==> config.mk <==
export PLATFORM = sky130hd
export DESIGN_NAME = cros_prep
export DESIGN_NICKNAME = d
export VERILOG_FILES = /design/src/cros_pkg.sv /design/src/cros_prep.sv
export SDC_FILE = /design/constraint.sdc
export NUM_CORES = 1
export LEC_CHECK = 0
export ABC_AREA = 1
export BUFFER_PORTS_ARGS = -buffer_cell sky130_fd_sc_hd__clkbuf_2
export CAP_MARGIN = 20
export CORE_MARGIN = 3
export CORE_UTILIZATION = 55
export CTS_BUF_LIST = sky130_fd_sc_hd__clkbuf_8
export DETAILED_ROUTE_END_ITERATION = 6
export PLACE_DENSITY_LB_ADDON = 0.3
export SYNTH_ARGS = -nofsm -noshare
export SYNTH_HDL_FRONTEND = slang
export SYNTH_SLANG_ARGS = --single-unit
export TNS_END_PERCENT = 5
==> constraint.sdc <==
create_clock -name clock -period 7.25 [get_ports clock]
set_input_delay 1.8125 -clock clock [delete_from_list [all_inputs] [get_ports clock]]
set_output_delay 1.8125 -clock clock [all_outputs]
set_load 0.05 [all_outputs]
==> src/cros_pkg.sv <==
// Shared types and fixed constants for the chord row order sorter.
// Used by cros_prep, cros_cell and chord_row_order_sorter; depends on nothing.
package cros_pkg;

   // Fixed widths of the result fields.
   localparam int INDEX_BITS    = 5;
   localparam int RSP_DATA_BITS = 8;
   localparam int RSP_USER_BITS = 2;

   // Bit positions inside rsp_tuser.
   localparam int USER_EMPTY    = 0;
   localparam int USER_OVERFLOW = 1;

   // Status of the box held in the area stage.
   typedef struct packed {
      logic valid;
      logic keep;
      logic last;
   } stage_ctl_type;

   // Per-cycle command broadcast to every cell of the chain.
   typedef struct packed {
      logic insert;
      logic drain;
   } cell_ctl_type;

endpackage

==> src/cros_prep.sv <==
// Front stage of the chord row order sorter: box check and area multiply,
// registered once. Depends on cros_pkg.
module cros_prep #(
   parameter int COORD_BITS = 12,
   localparam int AREA_BITS = 2 * COORD_BITS + 1
) (
   input  logic                      clock,
   input  logic                      reset,
   input  logic                      accept,
   input  logic [COORD_BITS-1:0]     box_left,
   input  logic [COORD_BITS-1:0]     box_top,
   input  logic [COORD_BITS:0]       box_right,
   input  logic [COORD_BITS:0]       box_bottom,
   input  logic                      batch_end,
   output cros_pkg::stage_ctl_type   stage,
   output logic [COORD_BITS-1:0]     stage_top,
   output logic [AREA_BITS-1:0]      stage_area
);

   localparam int PROD_BITS = 2 * (COORD_BITS + 1);

   logic                  keep_w;
   logic [COORD_BITS:0]   width_w;
   logic [COORD_BITS:0]   height_w;
   logic [PROD_BITS-1:0]  prod_w;
   logic [AREA_BITS-1:0]  area_w;

   cros_pkg::stage_ctl_type stage_ff;
   logic [COORD_BITS-1:0]   top_ff;
   logic [AREA_BITS-1:0]    area_ff;

   assign keep_w   = (box_right > {1'b0, box_left}) && (box_bottom > {1'b0, box_top});
   assign width_w  = box_right - {1'b0, box_left};
   assign height_w = box_bottom - {1'b0, box_top};
   assign prod_w   = PROD_BITS'(width_w) * PROD_BITS'(height_w);

   // Only a right or bottom edge above 2**COORD_BITS can reach the top product bit.
   assign area_w = prod_w[PROD_BITS-1] ? '1 : prod_w[AREA_BITS-1:0];

   always_ff @(posedge clock) begin
      if (reset) begin
         stage_ff <= '0;
      end else begin
         stage_ff.valid <= accept;
         stage_ff.keep  <= keep_w;
         stage_ff.last  <= batch_end;
      end
   end

   always_ff @(posedge clock) begin
      if (accept) begin
         top_ff  <= box_top;
         area_ff <= area_w;
      end
   end

   assign stage      = stage_ff;
   assign stage_top  = top_ff;
   assign stage_area = area_ff;

endmodule

==> results of run 1 <==
==> Yosys cell counts, types with 2 or more instances <==
cell type,instances,area (µm²)
buf_2,2,10.0
xor2_4,4,110
nor3_1,7,35.0
inv_2,9,33.8
inv_1,293,1100
xnor2_1,11,96.3
a21oi_1,29,145
fa_1,123,2460
nand2_2,12,75.1
nand4_1,5,31.3
edfxtp_1,37,1110
nand3_2,2,20.0
nor2_1,108,405
o21ai_1,2,10.0
nand2_4,2,22.5
dfxtp_1,3,60.1
ha_1,95,1190
clkinv_1,2,7.51
xor2_2,3,48.8
nor2_2,5,31.3
nand3b_1,2,15.0
nand2_1,305,1140
o21bai_1,6,45.0
nand3_1,40,200
buf_4,2,15.0
xor2_1,10,87.6
o21ai_0,5,25.0
and2_1,2,12.5
clkbuf_1,6,22.5
==> cells by family (layout without fill, tap and decap cells) <==
group	Yosys count	count (layout)	share of synthesized area, %
buf+inv	315	589	13.8
xor+xnor	29	29	4.14
simple gates	493	493	23.3
compound gates	49	49	3.23
fa+ha+maj	218	218	42.1
flops	40	40	13.5
==> worst min-delay path by stage <==
stage	cells after the start	start	slack, ps	endpoint
6_report	1	box_top[6]	1690	stage_top[6]$_DFFE_PP_
5_1_grt	1	box_top[2]	1690	stage_top[2]$_DFFE_PP_
4_1_cts	1	box_top[6]	1680	stage_top[6]$_DFFE_PP_
3_5_place_dp	1	box_top[6]	2010	stage_top[6]$_DFFE_PP_
3_3_place_gp	3	batch_end	2000	stage[0]$_SDFF_PP0_
2_1_floorplan	1	reset	1880	stage[0]$_SDFF_PP0_
==> state kept, by name (all words and copies together) (netlist names) <==
name and count:
stage 3, stage_top 12, stage_area 25
==> through the flow <==
stage          TNS [ps]  worst slack (ps)
2_1_floorplan         0              6.30
6_report           -469             -48.5
5_1_grt           -4900              -231
3_5_place_dp      -9300              -476
4_1_cts               0              9.95
3_3_place_gp      -6960              -339
==> worst max-delay path: cells and delay by family <==
kind,cells,cell delay (ps)
compound gates,1,240
xor+xnor,1,240
fa+ha+maj,8,3340
buf+inv,11,800
simple gates,12,920
==> area by class of cell <==
cell class / count / area share [%]
Timing Repair Buffer: 276 / 17.3
Clock inverter: 3 / 0.335
Tap cell: 211 / 2.28
Multi-Input combinational cell: 789 / 59.3
Clock buffer: 5 / 0.594
Sequential cell: 40 / 10.1
Inverter: 305 / 9.99
==> routing by layer <==
| layer | GRT usage, % | vias to the layer above | wire length, µm | part of all wire, % |
|---|---|---|---|---|
| met5 | 0 | - | 0 | 0 |
| met4 | 6.48 | 0 | 492 | 2.0 |
| met3 | 3.22 | 37 | 1650 | 6.8 |
| met2 | 46.8 | 292 | 12300 | 51 |
| met1 | 35.3 | 3967 | 9810 | 40 |
| li1 | - | 3917 | - | - |
==> repair_timing <==
action,4_1_cts,5_1_grt
endpoints found under the setup margin,25,25
pin swaps,7,62
hold buffers,0,0
buffers inserted,6,18
cloned,0,4
resized for setup,7,140
==> reports/summary.txt, run 1 <==
Mean Syn Cell Area = 7.59 µm²
Routed Antenna Nets = 0
End point of the critical path = stage_area[21]$_SDFFCE_PP1P_
CP Max Fanout = 5
Root Buffer = clkbuf_8
FMAX = 0.137 GHz
DPL Wire Length = 19300 µm
Critical Path Max Stage Delay = 560 ps
Req. time, crit path = 7330 ps
Clock sink total = 40
Core area = 15300 µm²
Starting DRC count in detailed routing = 598
Core Util, Final = 75.6%
Ys flop type = edfxtp_1
Setup WS post-layout = -48.5 ps
Ports = 94
WHS = 1690 ps
Synthesis-stage register bit count = 40
CP Class = in2reg
Share of cells above drive strength 1 = 31.1%
Number of enable flip-flop cells after synthesis = 37
Syn-to-layout area delta = 33.5%
Post-route cell area = 11600 µm²
Avg WL per Cell = 14.9 µm
CP startpoint = box_right[0]
Via Count = 8213
Critical path launch point type = input port
Min Clock Period, post-route = 7300 ps
Vias per cell = 5.04
RSZ-0062 raised after global routing = true
Die X = 132 µm
Crit path top cell by count = fa_1
Syn Nets = 1416
Routability Congestion = 0.954
Fillers = 1184
Status = finished with violations
Antenna violations before repair = 0
Arr. time, crit path = 7380 ps
Starting Density = 56.7%
Die Area = 17300 µm²
I/O Buffers = 93
Largest net degree at the start of global routing = 39
CTS tree = yes
Num rows = 45
Failing checks = negative setup slack
Wirelength, routed = 24300 µm
GRT Overall Usage = 26.6%
Area taken by multi-input logic gates = 6880 µm²
Dpl cells = 1593
Ant diodes = 0
CP endpoint kind = register
Distinct cells, synth = 41
First-pass GRT wire length = 37700 µm
HP Class = in2reg
Register Area = 1170 µm²
Vias in the first global route = 8042
DRC viols = 0
Total number of yosys warnings = 0
Final Setup Violations = 25
Commonest non-fill, non-tap cell in the layout = inv_1
Synth Cell Area = 8680 µm²
Slowest cell on the critical path = fa_1
Commonest non-fill, non-tap cells in the layout = inv_1, nand2_1, buf_4
Grt ovf = 0
Pins Over Slew Limit = 0
Post-synthesis sequential area ratio = 13.5%
Clock-pin slew on the worst setup and hold paths = 90 ps
Slew at the pin closest to its max-slew limit = 1070 ps
CTS buffer count = 5
Fin nets = 1689
Clock Path Buffers = 2
Die span in y = 132 µm
Endpoints failing hold = 0
Cells after synthesis = 1144
Fraction of registers with async set or reset after synthesis = 0%
Worst rel slew slack = 29.0%
Max-cap viol count = 0
Placed Area = 10600 µm²
First-pass DRT Iterations = 5
Final non-filler cell total = 1629
Htree depth = 2
Tcrit/Tclk final = 101%
Power of run 1 is not shown: default switching activity piles up to over one toggle a cycle in this logic, so the estimate is an artifact.
==> run 2: changes to the inputs <==
--- a/config.mk
+++ b/config.mk
@@ -5,7 +5,6 @@
 export SDC_FILE = /design/constraint.sdc
 export NUM_CORES = 1
 export LEC_CHECK = 0
-export ABC_AREA = 1
 export BUFFER_PORTS_ARGS = -buffer_cell sky130_fd_sc_hd__clkbuf_2
 export CAP_MARGIN = 20
 export CORE_MARGIN = 3
==> reports/summary.txt, run 2 <==
Syn-to-layout area delta = 32.1%
I/O Buffers = 93
CP Class = in2reg
Post-synth top cells = inv_1, fa_1, nand2_1
Ant diodes = 0
Hold depth = 1
Synth area leader = fa_1
Post-synthesis sequential area ratio = 14.2%
Fin nets = 1491
Max reg flops = 25
Routability Congestion = 0.912
Via Count = 7439
GRT Overall Usage = 26.9%
Clock sink total = 40
CTS tree = yes
Synthesis-stage register bit count = 40
Ys flop type = edfxtp_1
CP endpoint kind = register
Total number of yosys warnings = 0
Failing checks = negative setup slack
Root Buffer = clkbuf_8
Critical path launch point type = input port
Syn Nets = 1203
Ports = 94
Slew at the pin closest to its max-slew limit = 1000 ps
# hold bufs at CTS = 0
Max-cap viol count = 0
Min Clock Period, post-route = 7970 ps
Die span in y = 128 µm
CP Max Fanout = 8
Number of enable flip-flop cells after synthesis = 37
Distinct cells, synth = 55
Share of cells above drive strength 1 = 30.5%
Mean Syn Cell Area = 8.86 µm²
Starting DRC count in detailed routing = 450
DPL Wire Length = 18100 µm
RSZ-0062 raised after global routing = true
Antenna violations before repair = 0
Die Area = 16500 µm²
Setup WS post-layout = -723 ps
DRC viols = 0
Worst rel slew slack = 33.2%
Largest net degree at the start of global routing = 39
HP Class = in2reg
Core area = 14600 µm²
Grt ovf = 0
Req. time, crit path = 7340 ps
Endpoints failing hold = 0
Fraction of registers with async set or reset after synthesis = 0%
Wirelength, routed = 21600 µm
WHS = 1650 ps
Clock Path Buffers = 2
Vias in the first global route = 7667
Arr. time, crit path = 8060 ps
Routed Antenna Nets = 0
Commonest non-fill, non-tap cells in the layout = buf_4, inv_1, fa_1
Cells after synthesis = 931
Status = finished with violations
Critical Path Max Stage Delay = 570 ps
Starting Density = 56.5%
Clock-pin slew on the worst setup and hold paths = 110 ps
CTS buffer count = 5
Synth Cell Area = 8250 µm²
First-pass GRT wire length = 35400 µm
Top-count cell post-synth = inv_1
First-pass DRT Iterations = 5
Tcrit/Tclk final = 110%
Crit path top cell by count = fa_1
Post-synth top area share = 29.8%
FMAX = 0.125 GHz
Die X = 128 µm
Commonest non-fill, non-tap cell in the layout = buf_4
Htree depth = 2
Slowest cell on the critical path = fa_1
Avg WL per Cell = 15.4 µm
Pins Over Slew Limit = 0
Final Setup Violations = 25
Vias per cell = 5.30
Num rows = 44
Top post-synthesis cells by area = fa_1, ha_1, edfxtp_1
## run 2: cell count changes after synthesis, moves of 9 or more
cell	before	now
nor2b_1	0	20
nand2_2	12	0
xor2_1	10	26
nor2_1	108	73
nand3_1	40	14
o21ai_0	5	23
and3_1	0	9
clkbuf_1	6	16
nand2b_1	0	22
inv_2	9	0
nand2_1	305	103
a21o_1	1	15
inv_1	293	191
## run 2: final timing paths
path	startpoint	endpoint	slack, ps
worst min-delay path	box_top[5]	stage_top[5]$_DFFE_PP_	1650
worst max-delay path	box_right[0]	stage_area[5]$_SDFFCE_PP1P_	-720
## run 2: cells by family after synthesis
family / count (synthesis) / share of synthesized area [%]
muxes: 3 / 0.379
AOI/OAI and AO/OA: 120 / 9.57
xor gates and xnor gates: 45 / 5.05
adders and majority gates: 218 / 44.3
buffers and inverters: 215 / 10.1
DFF: 40 / 14.2
and+or+nand+nor: 290 / 16.5
## run 2: area by class of cell
class                      instances  area (µm²)
clock buffer                       5        68.8
clock inverter                     3        38.8
fill                             997        3690
inverter                         191         729
multi-input combinational        677        6540
sequential                        40        1170
tap                              184         230
timing repair buffer             304        2120
## run 2: what timing repair did
action,in CTS,in global routing
endpoints found under the setup margin,25,25
gates cloned,1,1
pin swaps,26,17
gates resized for setup,31,15
setup buffers,6,5
## run 2: per-stage QoR
step                setup TNS (ps)  util (%)  area (µm²)  setup slack (ps)  cells
global route                -22100      74.7       10900              -943   1404
floorplan                   -19470         -        8390              -845    931
CTS                         -15920      73.9       10800              -689   1397
detailed placement          -33290      71.8       10500             -1430   1382
global placement            -30690      71.8       10500             -1310   1382
finish                      -16640      74.7       10900              -723   1404
## run 2: critical path, delay by kind of cell
kind	cells	cell delay [ps]
AO/OA/AOI/OAI	9	1500
buffers and inverters	8	660
adder cells (fa/ha/maj)	8	3190
XOR/XNOR	2	440
AND/OR/NAND/NOR	2	440
## run 2: routing by layer
| layer | global-route usage (%) | up-vias | wire length, µm |
|---|---|---|---|
| li1 | - | 3542 | - |
| met1 | 33.7 | 3548 | 8600 |
| met4 | 8.36 | 0 | 525 |
| met3 | 4.65 | 46 | 1470 |
| met2 | 47.4 | 303 | 11000 |
| met5 | 0 | - | 0 |
Power of run 2 is left out for the same reason.
