===== src/cros_pkg.sv =====
// Shared types and fixed constants for the chord row order sorter.
// Used by cros_prep, cros_cell and chord_row_order_sorter; depends on nothing.
package cros_pkg;

   // Fixed widths of the result fields.
   localparam int INDEX_BITS    = 5;
   localparam int RSP_DATA_BITS = 8;
   localparam int RSP_USER_BITS = 2;

   // Bit positions inside rsp_tuser.
   localparam int USER_EMPTY    = 0;
   localparam int USER_OVERFLOW = 1;

   // Status of the box held in the area stage.
   typedef struct packed {
      logic valid;
      logic keep;
      logic last;
   } stage_ctl_type;

   // Per-cycle command broadcast to every cell of the chain.
   typedef struct packed {
      logic insert;
      logic drain;
   } cell_ctl_type;

endpackage


===== src/cros_cell.sv =====
// One slot of the sorting chain: holds a kept entry, shifts right on insert
// and left on drain. Depends on cros_pkg.
module cros_cell #(
   parameter int TOP_BITS  = 12,
   parameter int AREA_BITS = 25,
   parameter int IDX_BITS  = 5
) (
   input  logic                   clock,
   input  logic                   reset,
   input  cros_pkg::cell_ctl_type ctl,
   input  logic [TOP_BITS-1:0]    new_top,
   input  logic [AREA_BITS-1:0]   new_area,
   input  logic [IDX_BITS-1:0]    new_index,
   input  logic                   left_valid,
   input  logic                   left_move,
   input  logic [TOP_BITS-1:0]    left_top,
   input  logic [AREA_BITS-1:0]   left_area,
   input  logic [IDX_BITS-1:0]    left_index,
   input  logic                   right_valid,
   input  logic [TOP_BITS-1:0]    right_top,
   input  logic [AREA_BITS-1:0]   right_area,
   input  logic [IDX_BITS-1:0]    right_index,
   output logic                   valid,
   output logic                   move,
   output logic [TOP_BITS-1:0]    top,
   output logic [AREA_BITS-1:0]   area,
   output logic [IDX_BITS-1:0]    index
);

   logic                 valid_ff;
   logic [TOP_BITS-1:0]  top_ff;
   logic [AREA_BITS-1:0] area_ff;
   logic [IDX_BITS-1:0]  index_ff;

   logic before_w;
   logic move_w;
   logic load_w;

   // The new box goes strictly ahead of this entry; ties stay behind.
   assign before_w = (new_top < top_ff) || ((new_top == top_ff) && (new_area > area_ff));
   assign move_w   = valid_ff && before_w;

   // Take the new box where the left neighbor stays put and this slot either
   // moves on or is the first free one.
   assign load_w = !left_move && (move_w || (!valid_ff && left_valid));

   always_ff @(posedge clock) begin
      if (reset) begin
         valid_ff <= 1'b0;
      end else if (ctl.drain) begin
         valid_ff <= right_valid;
      end else if (ctl.insert && (left_move || load_w)) begin
         valid_ff <= 1'b1;
      end
   end

   always_ff @(posedge clock) begin
      if (ctl.drain) begin
         top_ff   <= right_top;
         area_ff  <= right_area;
         index_ff <= right_index;
      end else if (ctl.insert && left_move) begin
         top_ff   <= left_top;
         area_ff  <= left_area;
         index_ff <= left_index;
      end else if (ctl.insert && load_w) begin
         top_ff   <= new_top;
         area_ff  <= new_area;
         index_ff <= new_index;
      end
   end

   assign valid = valid_ff;
   assign move  = move_w;
   assign top   = top_ff;
   assign area  = area_ff;
   assign index = index_ff;

endmodule


===== config.mk =====
export PLATFORM = sky130hd
export DESIGN_NAME = cros_cell
export DESIGN_NICKNAME = d
export VERILOG_FILES = /design/src/cros_pkg.sv /design/src/cros_cell.sv
export SDC_FILE = /design/constraint.sdc
export NUM_CORES = 1
export LEC_CHECK = 0
export BUFFER_PORTS_ARGS = -buffer_cell sky130_fd_sc_hd__buf_2
export CORE_MARGIN = 4
export CORE_UTILIZATION = 35
export CTS_CLUSTER_SIZE = 8
export DETAILED_ROUTE_END_ITERATION = 10
export GPL_TIMING_DRIVEN = 0
export PLACE_DENSITY = 0.75
export SLEW_MARGIN = 20
export SYNTH_ARGS = -nofsm -noshare
export SYNTH_HDL_FRONTEND = slang
export SYNTH_SLANG_ARGS = --single-unit

===== constraint.sdc =====
create_clock -name clock -period 6.2 [get_ports clock]
set_clock_uncertainty 0.05 [all_clocks]
set_input_delay 1.24 -clock clock [delete_from_list [all_inputs] [get_ports clock]]
set_output_delay 1.24 -clock clock [all_outputs]
set_load 0.005 [all_outputs]

==> results by group, run 1 <==
Run status
  • Status: completed

Power
  • Sw Share: 29.81%
  • Leak: 2.324 nW
  • PD cells: 184.3 mW/mm2
  • Clock Power Share: 22.3%
  • Comb pwr share: 30.8%
  • Psw: 0.2361 mW
  • P_int: 0.5561 mW
  • Flop pwr share: 47.0%
  • Maximum vdd drop: 0.00009602 V

Yosys
  • Area share of fa/ha/maj cells after synthesis: 14.76%
  • Largest family of logic cells by synthesized area: adder cells
  • Synth Warn #: 0
  • Yosys reg bits: 43
  • Syn avg cell area: 9.711 um2
  • Yosys cell types: 28
  • Complex-gate fraction of the synthesized area: 13.68%
  • Post-Synthesis Net Count: 493
  • XOR/XNOR Fraction of Synth Area: 0%
  • Register area share after synthesis: 40.85%
  • Mapped Cells: 323
  • Post-synthesis cell area: 0.003137 mm2
  • Mux contribution to synthesized area: 13.40%
  • Synth Area in Simple Gates: 10.77%

Global route
  • Largest net degree at the start of global routing: 22
  • All-Layer GR Usage: 16.35%
  • Vias in the first global route: 2957
  • Gr ovfl total: 0
  • Initial antenna violation count: 0
  • First-pass GRT wire length: 13480 um

STA
  • Final setup violation count: 0
  • Slew @ Worst Pin: 0.4982 ns
  • Setup slack after layout: 1.853 ns
  • Peak Freq: 230.0 MHz
  • RSZ-0062 raised after global routing: no
  • Max Transition Viols Final: 0
  • Final worst path period need: 4.347 ns
  • Final hold vios: 0
  • Final Cycle Share: 70.12%
  • Relative slew slack: 66.79%

Cells and area
  • Area growth syn-to-layout: 37.02%
  • Most common cell after layout, fill and taps aside: buf_2
  • Most frequent cells in the layout: buf_2 (180), nand2_1 (50), o21ai_0 (46)
  • Final nets: 677
  • Antenna diodes: 0
  • Fill count: 869
  • Share of layout cells above drive strength 1: 37.99%
  • Final non-filler cell total: 616

Clocking
  • Cts repair resizes: 0
  • Clock Path Buffers: 2
  • Hold buffers post-CTS: 0
  • Clock Latency Late Sink: 0.29 ns
  • TritonCTS clock tree: built
  • CTS buffer count: 5
  • Postcts setup bufs: 0
  • CTS Root Cell: clkbuf_8
  • CTS clk-pin slew, worst paths: 0.08 ns
  • Clk sinks: 43
  • # H-tree levels: 2

Route
  • Post-route DRC: 0
  • DRT iter0 DRCs: 54
  • Drt first pass iters: 4
  • Routed length per instance: 14.89 um
  • Vias per cell: 4.818
  • Routed Antenna Nets: 0
  • Drt total wl: 9172 um
  • Vias: 2968

Place
  • Post-placement cell count: 608
  • Post-DP HPWL: 7642 um
  • GP Congestion: 0.7607
  • Port bufs: 175
  • Post-Place Setup Slack: 1.762 ns

Floorplan
  • Row cnt: 34
  • Core area: 0.008721 mm2
  • Die Area: 0.01054 mm2
  • Die Ht: 102.7 um
  • Die Width: 102.7 um
  • Initial Utilization: 35.97%
  • I/O pin cnt: 177

Worst setup path
  • Reg2reg path depth: 9
  • CP startpoint: new_area[2]
  • Crit Path Class: in2out
  • Reg2Reg Capture Point: area[5]$_DFFE_PP_
  • Crit path to: move
  • Endpoint type of the worst setup path: output port
  • R2r setup slk: 3.59 ns
  • Crit Path Max Fanout: 2
  • Data arrival time of the worst path: 3.06 ns
  • Critical Path RT: 4.91 ns
  • Startpoint Class: input pin
  • RR Startpoint: area[20]$_DFFE_PP_

Flow run
  • Number of max-cap violations: 0

Hold path
  • Min-Delay Path Class: reg2reg
==> stage by stage <==
stage / area (um2) / utilization (%) / total power [mW] / hold slack (ns) / setup TNS, ns
3_3_place_gp: 4148 / 47.56 / 0.6108 / 0.4979 / -24.90
6_report: 4298 / 49.28 / 0.7922 / 0.5672 / 0
5_1_grt: 4298 / 49.28 / 0.8481 / 0.6077 / 0
2_1_floorplan: 3137 / - / 0.5054 / 0.4899 / 0
4_1_cts: 4298 / 49.28 / 0.8053 / 0.5733 / 0
3_5_place_dp: 4218 / 48.36 / 0.6269 / 0.5594 / 0
==> layer usage <==
layer  up-vias  track usage (%)  wire length [um]
li1       1528                -                 -
met1      1343            18.82              3785
met2        93            31.33              4714
met3         4            3.180               621
met4         0            3.027                50
met5         -                0                 0
==> critical path: stages <==
cell	delay [ns]
buf_2	0.11
ha_1	0.30
a21oi_1	0.14
o21ai_1	0.11
a2111oi_2	0.43
o211ai_1	0.18
a31oi_1	0.30
nor2b_1	0.11
buf_2	0.14
==> worst min-delay path by stage <==
stage | from | end | slack (ns) | cells past startpoint
after detailed placement | valid$_SDFFE_PP0P_ | valid$_SDFFE_PP0P_ | 0.56 | 2
after global routing | valid$_SDFFE_PP0P_ | valid$_SDFFE_PP0P_ | 0.61 | 2
after CTS | valid$_SDFFE_PP0P_ | valid$_SDFFE_PP0P_ | 0.57 | 2
final | valid$_SDFFE_PP0P_ | valid$_SDFFE_PP0P_ | 0.57 | 2
after floorplan | valid$_SDFFE_PP0P_ | valid$_SDFFE_PP0P_ | 0.49 | 2
after global placement | valid$_SDFFE_PP0P_ | valid$_SDFFE_PP0P_ | 0.50 | 2
==> final cells by class <==
| type | count | area [um2] | area share, % |
|---|---|---|---|
| sequential | 43 | 1281 | 29.81 |
| inverter | 39 | 146.4 | 3.406 |
| clock buffer | 8 | 80.08 | 1.863 |
| timing repair buffer | 177 | 930.9 | 21.66 |
| tap | 108 | 135.1 | 3.144 |
| buffer | 14 | 58.81 | 1.368 |
| multi-input combinational | 227 | 1665 | 38.75 |
==> power groups by stage <==
stage,Combinational (mW),Clock [mW],Sequential (mW)
after floorplan,0.122,0,0.383
after global placement,0.231,0,0.380
after detailed placement,0.248,0,0.379
after CTS,0.249,0.184,0.372
after global routing,0.277,0.196,0.375
final,0.244,0.176,0.372
==> cells in the mapped netlist <==
cell | count | area share [%]
nand4_2 | 1 | 0.40
buf_2 | 5 | 0.80
a2bb2oi_1 | 1 | 0.28
a21o_1 | 3 | 0.72
nand2_1 | 50 | 6.0
nor2b_1 | 2 | 0.40
mux2i_1 | 42 | 13
o21ai_1 | 1 | 0.16
nor2_1 | 6 | 0.72
a2111oi_2 | 2 | 0.96
or3_1 | 1 | 0.20
a21oi_1 | 13 | 2.1
clkbuf_1 | 9 | 1.1
o211ai_1 | 2 | 0.48
a211oi_1 | 2 | 0.48
edfxtp_1 | 42 | 40
nand4_1 | 7 | 1.4
ha_1 | 37 | 15
nand3_1 | 2 | 0.32
dfxtp_1 | 1 | 0.64
nor3_1 | 2 | 0.32
o21ai_0 | 46 | 7.3
a221oi_1 | 2 | 0.56
nor4_4 | 1 | 0.68
inv_1 | 39 | 4.7
o21a_1 | 1 | 0.24
nand2_4 | 1 | 0.36
a31oi_1 | 2 | 0.40
==> cells by family (layout without fill, tap and decap cells) <==
kind of cell,after synthesis,after routing
compound gates,75,75
simple gates,73,73
buf+inv,53,238
flops,43,43
mux,42,42
fa+ha+maj,37,37
==> sequential cells by signal, indices dropped and copies added (netlist names) <==
signal and count:
area 25, index 5, top 12, valid 1
No activity file was read; power rests on OpenSTA's default activity.
==> run 2: changes to the inputs <==
ABC_AREA = 1   (was unset)
PLACE_DENSITY = 0.77   (was 0.75)
clock period = 3.8 ns   (was 6.2 ns; I/O delays follow)
==> results by group, run 2 <==
Yosys
  • Post-synth top area cell: edfxtp_1 (unchanged)
  • Post-synth ARST share: 0% (unchanged)
  • Area share of fa/ha/maj cells after synthesis: 14.69% (was 14.76%)
  • Yosys cell types: 25 (was 28)
  • Main synth FF type: edfxtp_1 (unchanged)
  • Synth Area in Simple Gates: 24.07% (was 10.77%)
  • Post-Synthesis Net Count: 578 (was 493)
  • Register area share after synthesis: 40.67% (was 40.85%)
  • EDFF count, synth: 42 (unchanged)
  • XOR/XNOR Fraction of Synth Area: 0% (unchanged)
  • Synth top area share: 40.03% (was 40.21%)
  • Complex-gate fraction of the synthesized area: 12.07% (was 13.68%)
  • Mux contribution to synthesized area: 0% (was 13.40%)
  • Synth Warn #: 0 (unchanged)
  • Yosys reg bits: 43 (unchanged)
  • Syn avg cell area: 7.722 um2 (was 9.711 um2)
  • Cells taking the most area after synthesis: edfxtp_1 (40%), nand2_1 (15%), ha_1 (15%) (was edfxtp_1 (40%), ha_1 (15%), mux2i_1 (13%))
  • Mapped Cells: 408 (was 323)
  • Largest family of logic cells by synthesized area: simple AND/OR/NAND/NOR gates (was adder cells)
  • Post-synthesis cell area: 0.003151 mm2 (was 0.003137 mm2)
  • Commonest cells in the netlist: nand2_1 (128), nor2_1 (54), inv_1 (51) (was nand2_1 (50), o21ai_0 (46), edfxtp_1 (42), mux2i_1 (42), inv_1 (39))
  • Most frequent cell after synthesis: nand2_1 (unchanged)

Cells and area
  • Fill count: 858 (was 869)
  • Most common cell after layout, fill and taps aside: buf_2 (unchanged)
  • Flip-flop count of the largest register after layout: 25 (unchanged)
  • Most frequent cells in the layout: buf_2 (177), nand2_1 (127), nor2_1 (54) (was buf_2 (180), nand2_1 (50), o21ai_0 (46))
  • Final Core Density: 49.05% (was 49.28%)
  • FF/Latch Area: 0.001281 mm2 (unchanged)
  • Share of layout cells above drive strength 1: 31.87% (was 37.99%)
  • Antenna diodes: 0 (unchanged)
  • Final nets: 762 (was 677)
  • Area used by multi-input combinational logic: 0.001604 mm2 (was 0.001665 mm2)
  • Final non-filler cell total: 701 (was 616)
  • Fin area: 0.004278 mm2 (was 0.004298 mm2)
  • Area growth syn-to-layout: 35.78% (was 37.02%)

Worst setup path
  • Reg2Reg Capture Point: area[13]$_DFFE_PP_ (was area[5]$_DFFE_PP_)
  • Reg2reg path depth: 15 (was 9)
  • Data arrival time of the worst path: 2.15 ns (was 3.06 ns)
  • Endpoint type of the worst setup path: output port (unchanged)
  • CP startpoint: new_area[16] (was new_area[2])
  • Startpoint Class: input pin (unchanged)
  • R2r setup slk: 1.12 ns (was 3.59 ns)
  • Crit Path Class: in2out (unchanged)
  • Critical Path RT: 2.99 ns (was 4.91 ns)
  • RR Startpoint: area[16]$_DFFE_PP_ (was area[20]$_DFFE_PP_)
  • Crit Path Max Fanout: 3 (was 2)

Route
  • Max Used Layer: met4 (unchanged)
  • Drt total wl: 9879 um (was 9172 um)
  • Met3 Routed Length: 879 um (was 621 um)
  • Post-route DRC: 0 (unchanged)
  • Vias: 3408 (was 2968)
  • DRT iter0 DRCs: 66 (was 54)
  • Met1 wire length: 3991 um (was 3785 um)
  • Vias per cell: 4.862 (was 4.818)
  • Routed Antenna Nets: 0 (unchanged)
  • Routed length per instance: 14.09 um (was 14.89 um)
  • Drt first pass iters: 4 (unchanged)
  • WL met2: 4949 um (was 4714 um)

Run status
  • Status: completed (unchanged)

Floorplan
  • Die Area: 0.01058 mm2 (was 0.01054 mm2)
  • I/O pin cnt: 177 (unchanged)
  • Die Ht: 102.9 um (was 102.7 um)
  • Initial Utilization: 36.13% (was 35.97%)
  • Row cnt: 34 (unchanged)
  • Core area: 0.008721 mm2 (unchanged)
  • Die Width: 102.9 um (was 102.7 um)

STA
  • Final hold vios: 0 (unchanged)
  • RSZ-0062 raised after global routing: no (unchanged)
  • Peak Freq: 337.5 MHz
  • Setup slack after layout: 0.8370 ns (was 1.853 ns)
  • Slew @ Worst Pin: 0.5934 ns (was 0.4982 ns)
  • Final setup violation count: 0 (unchanged)
  • Fin Hold WS: 0.5514 ns (was 0.5672 ns)
  • Final Cycle Share: 77.97%
  • Relative slew slack: 60.30% (was 66.79%)
  • Max Transition Viols Final: 0 (unchanged)
  • Final worst path period need: 2.963 ns
  • TNS Setup: 0 ns (unchanged)

Power
  • Sw Share: 30.74% (was 29.81%)
  • Pwr Total: 1.273 mW (was 0.7922 mW)
  • Maximum vdd drop: 0.0001261 V (was 0.00009602 V)
  • Psw: 0.3914 mW (was 0.2361 mW)
  • P_int: 0.8818 mW (was 0.5561 mW)
  • Leak: 2.282 nW (was 2.324 nW)
  • Comb pwr share: 29.7% (was 30.8%)
  • Flop pwr share: 47.3% (was 47.0%)
  • PD cells: 297.6 mW/mm2 (was 184.3 mW/mm2)
  • Clock Power Share: 22.9% (was 22.3%)

Clocking
  • TritonCTS clock tree: built (unchanged)
  • Clock Path Buffers: 2 (unchanged)
  • Clock Latency Late Sink: 0.29 ns (about the same)
  • Postcts setup bufs: 0 (unchanged)
  • Hold buffers post-CTS: 0 (unchanged)
  • CTS clk-pin slew, worst paths: 0.09 ns (was 0.08 ns)
  • Cts repair resizes: 0 (unchanged)
  • Clk sinks: 43 (unchanged)
  • CTS Root Cell: clkbuf_8 (unchanged)
  • # H-tree levels: 2 (unchanged)
  • CTS buffer count: 5 (unchanged)

Place
  • Post-placement cell count: 693 (was 608)
  • Post-DP HPWL: 7993 um (was 7642 um)
  • GP Congestion: 0.8099 (was 0.7607)
  • Post-Place Setup Slack: 0.5732 ns (was 1.762 ns)
  • Dpl cell area: 0.004197 mm2 (was 0.004218 mm2)
  • Port bufs: 176 (was 175)

Hold path
  • Min-Delay Path Class: reg2reg (unchanged)
  • Hold path endpoint: valid$_SDFFE_PP0P_ (unchanged)
  • HP Start: valid$_SDFFE_PP0P_ (unchanged)
  • Hold path depth: 4 (was 2)

Global route
  • All-Layer GR Usage: 18.25% (was 16.35%)
  • First-pass GRT wire length: 15190 um (was 13480 um)
  • Vias in the first global route: 3328 (was 2957)
  • Largest net degree at the start of global routing: 23 (was 22)
  • Initial antenna violation count: 0 (unchanged)
  • Gr ovfl total: 0 (unchanged)

Flow run
  • Number of max-cap violations: 0 (unchanged)
==> run 2: cell count changes after synthesis, moves of 3 or more <==
cell / previous run / this run
inv_1: 39 / 51
clkbuf_1: 9 / 13
buf_1: 0 / 3
nand4_1: 7 / 3
o21ai_0: 46 / 1
nor2_1: 6 / 54
buf_2: 5 / 1
nand2_1: 50 / 128
mux2i_1: 42 / 0
a31oi_1: 2 / 42
==> run 2: logic make-up (layout without fill, tap and decap cells) <==
group / count (synthesis) / after routing
AO/OA/AOI/OAI: 63 / 63
adder cells (fa/ha/maj): 37 / 37
buffers and inverters: 71 / 256
flip-flops: 43 / 43
AND/OR/NAND/NOR: 194 / 194
==> run 2: final cells by class <==
class                   instances  share of cell area [%]
flip-flops and latches         43                   29.95
multi-input cells             294                   37.50
well taps                     108                   3.159
clock buffers                   7                   1.784
repair buffers                177                   21.23
clock inverters                 1                  0.1170
plain buffers                  17                   1.521
inverters                      54                   4.738
==> run 2: worst max path at each step <==
stage | endpoint | slack [ns] | depth (start not counted)
CTS | move | 0.80 | 13
floorplan | area[0]$_DFFE_PP_ | 0.68 | 13
finish | move | 0.84 | 13
global route | move | 0.67 | 13
detailed placement | area[13]$_DFFE_PP_ | 0.57 | 15
global placement | area[6]$_DFFE_PP_ | -0.22 | 14
==> run 2: power groups by stage <==
stage / clock, mW / sequential, mW / combinational (mW)
5_1_grt: 0.318 / 0.608 / 0.439
6_report: 0.292 / 0.603 / 0.379
4_1_cts: 0.304 / 0.603 / 0.384
3_5_place_dp: 0 / 0.614 / 0.382
3_3_place_gp: 0 / 0.612 / 0.366
2_1_floorplan: 0 / 0.617 / 0.193
==> run 2: worst max-delay path, cell delays in order <==
cell	delay, ns
buf_2	0.11
ha_1	0.29
nand2_1	0.09
nor2_1	0.10
nand4_1	0.13
nor2_2	0.18
nand2_1	0.06
nand3_1	0.08
nand2_1	0.06
nand2_1	0.05
nand2_1	0.06
inv_1	0.07
buf_2	0.11
==> run 2: metal layers <==
metal | track usage (%) | vias to the layer above
met5 | 0 | -
met4 | 3.685 | 0
met3 | 4.127 | 4
met2 | 33.57 | 149
met1 | 21.78 | 1530
li1 | - | 1725
==> run 3: changes to the inputs <==
PLACE_DENSITY = 0.75   (was 0.77)
clock period = 2.8 ns   (was 3.8 ns; I/O delays follow)
==> results by group, run 3 (synthesized netlist as in run 2, its figures left out) <==
Hold path
  • Min-Delay Path Class: in2reg (was reg2reg)
  • HP Start: reset (was valid$_SDFFE_PP0P_)

Clocking
  • Postcts setup bufs: 0 (unchanged)
  • # H-tree levels: 2 (unchanged)
  • Clock Path Buffers: 2 (unchanged)
  • CTS clk-pin slew, worst paths: 0.09 ns (about the same)
  • CTS Root Cell: clkbuf_8 (unchanged)
  • CTS buffer count: 5 (unchanged)
  • Clock Latency Late Sink: 0.30 ns (was 0.29 ns)
  • Clk sinks: 43 (unchanged)
  • TritonCTS clock tree: built (unchanged)
  • Hold buffers post-CTS: 0 (unchanged)

Cells and area
  • Most frequent cells in the layout: buf_2 (177), nand2_1 (127), nor2_1 (54) (unchanged)
  • Most common cell after layout, fill and taps aside: buf_2 (unchanged)
  • Final nets: 761 (was 762)
  • Fill count: 898 (was 858)
  • Fin area: 0.004272 mm2 (was 0.004278 mm2)
  • Flip-flop count of the largest register after layout: 25 (unchanged)
  • Area growth syn-to-layout: 35.58% (was 35.78%)
  • Final non-filler cell total: 700 (was 701)
  • Antenna diodes: 0 (unchanged)
  • Share of layout cells above drive strength 1: 32.09% (was 31.87%)

STA
  • TNS Setup: 0 ns (unchanged)
  • Peak Freq: 389.4 MHz
  • RSZ-0062 raised after global routing: no (unchanged)
  • Final worst path period need: 2.568 ns
  • Fin Hold WS: 0.4403 ns (was 0.5514 ns)
  • Final setup violation count: 0 (unchanged)
  • Final hold vios: 0 (unchanged)
  • Final Cycle Share: 91.72%
  • Slew @ Worst Pin: 0.6243 ns (was 0.5934 ns)
  • Max Transition Viols Final: 0 (unchanged)
  • Relative slew slack: 58.38% (was 60.30%)

Global route
  • Met1 Track Usage GR: 21.92% (was 21.78%)
  • GRT busiest layer: met2 (unchanged)
  • All-Layer GR Usage: 17.95% (was 18.25%)
  • Vias in the first global route: 3293 (was 3328)
  • Met3 GRT Util: 3.383% (was 4.127%)
  • Largest net degree at the start of global routing: 43 (was 23)
  • First-pass GRT wire length: 14970 um (was 15190 um)
  • Initial antenna violation count: 0 (unchanged)
  • Grt met2 use: 32.37% (was 33.57%)
  • Gr ovfl total: 0 (unchanged)

Worst setup path
  • Worst-path cell chain: inv_1 -> ha_1 -> nand2_1 -> nor2_1 -> nand4_1 -> nor2_2 -> nand2_1 -> nand3_1 -> nand2_1 -> nand2_1 -> nand2_1 -> inv_1 -> buf_2 (was buf_2 -> ha_1 -> nand2_1 -> nor2_1 -> nand4_1 -> nor2_2 -> nand2_1 -> nand3_1 -> nand2_1 -> nand2_1 -> nand2_1 -> inv_1 -> buf_2)
  • R2r setup slk: 0.35 ns (was 1.12 ns)
  • Biggest cell delay along the critical path: 0.37 ns (was 0.29 ns)
  • Crit Path Max Fanout: 3 (unchanged)
  • Crit-path slowest cell: edfxtp_1 (was ha_1)
  • RR Startpoint: area[16]$_DFFE_PP_ (unchanged)
  • Crit path top cell by count: nand2_1 (unchanged)
  • Reg2reg path depth: 14 (was 15)
  • Crit Path Class: reg2out (was in2out)
  • CP startpoint: area[16]$_DFFE_PP_ (was new_area[16])
  • Crit path to: move (unchanged)
  • Startpoint Class: register (was input pin)
  • Endpoint type of the worst setup path: output port (unchanged)
  • Critical Path RT: 2.19 ns (was 2.99 ns)
  • CP bufs+invs: 3 (unchanged)
  • Reg2Reg Capture Point: area[12]$_DFFE_PP_ (was area[13]$_DFFE_PP_)
  • Data arrival time of the worst path: 1.96 ns (was 2.15 ns)
  • Worst path depth: 13 (unchanged)
  • CP delay by family, top: simple AND/OR/NAND/NOR gates (unchanged)

Floorplan
  • Die Width: 102.9 um (unchanged)
  • I/O pin cnt: 177 (unchanged)
  • Core area: 0.008721 mm2 (unchanged)
  • Initial Utilization: 36.13% (unchanged)
  • Row cnt: 34 (unchanged)
  • Die Area: 0.01058 mm2 (unchanged)
  • Die Ht: 102.9 um (unchanged)

Route
  • Drt first pass iters: 4 (unchanged)
  • DRT iter0 DRCs: 91 (was 66)
  • Vias per cell: 4.839 (was 4.862)
  • Vias: 3387 (was 3408)
  • Routed Antenna Nets: 0 (unchanged)
  • Drt total wl: 9827 um (was 9879 um)
  • Routed length per instance: 14.04 um (was 14.09 um)
  • Post-route DRC: 0 (unchanged)

Place
  • Port bufs: 176 (unchanged)
  • Dpl cell area: 0.004169 mm2 (was 0.004197 mm2)
  • Post-DP HPWL: 7833 um (was 7993 um)
  • Post-placement cell count: 692 (was 693)
  • GP Congestion: 0.7970 (was 0.8099)

Power
  • Maximum vdd drop: 0.0001691 V (was 0.0001261 V)
  • Pwr Total: 1.746 mW (was 1.273 mW)
  • PD cells: 408.8 mW/mm2 (was 297.6 mW/mm2)
  • Leak: 2.269 nW (was 2.282 nW)

Flow run
  • Number of max-cap violations: 0 (unchanged)

Run status
  • Status: completed (unchanged)
run 3: layer usage:
layer / vias to the layer above / share of wire, %
li1: 1720 / -
met1: 1527 / 41
met2: 129 / 50
met3: 11 / 8.2
met4: 0 / 1.4
met5: - / 0
run 3: worst min-delay path by stage:
stage	cells past startpoint	end	slack (ns)
after floorplan	4	valid$_SDFFE_PP0P_	0.51
after global placement	4	valid$_SDFFE_PP0P_	0.51
after detailed placement	4	valid$_SDFFE_PP0P_	0.53
final	4	valid$_SDFFE_PP0P_	0.44
after global routing	4	valid$_SDFFE_PP0P_	0.44
after CTS	4	valid$_SDFFE_PP0P_	0.43
run 3: worst min-delay path: stages:
cell and delay, ns:
buf_2 0.08, nor2_1 0.03, nand2_1 0.05, inv_1 0.03
run 3: repair_timing:
item,CTS,global route
setup endpoints to repair,42,42
gates cloned,0,0
gates resized for setup,1,1
run 3: final cells by class:
type                    count  area (um2)  area share, %
repair buffers            176       880.8          20.62
clock inverters             3       20.02         0.4687
flip-flops and latches     43        1281          29.99
multi-input cells         294        1618          37.87
inverters                  54       202.7          4.745
clock buffers               5       68.82          1.611
plain buffers              17       65.06          1.523
well taps                 108       135.1          3.163
run 3: where the power goes:
part | switching, mW | internal, mW
sequential | 0.0302 | 0.787
clock | 0.244 | 0.174
combinational | 0.281 | 0.229
run 3: per-stage QoR:
step	setup slack (ns)	utilization, %
2_1_floorplan	0.2750	-
3_3_place_gp	-0.4048	47.80
3_5_place_dp	-0.4179	47.80
4_1_cts	0.1590	48.88
5_1_grt	0.009680	48.98
6_report	0.2318	48.98
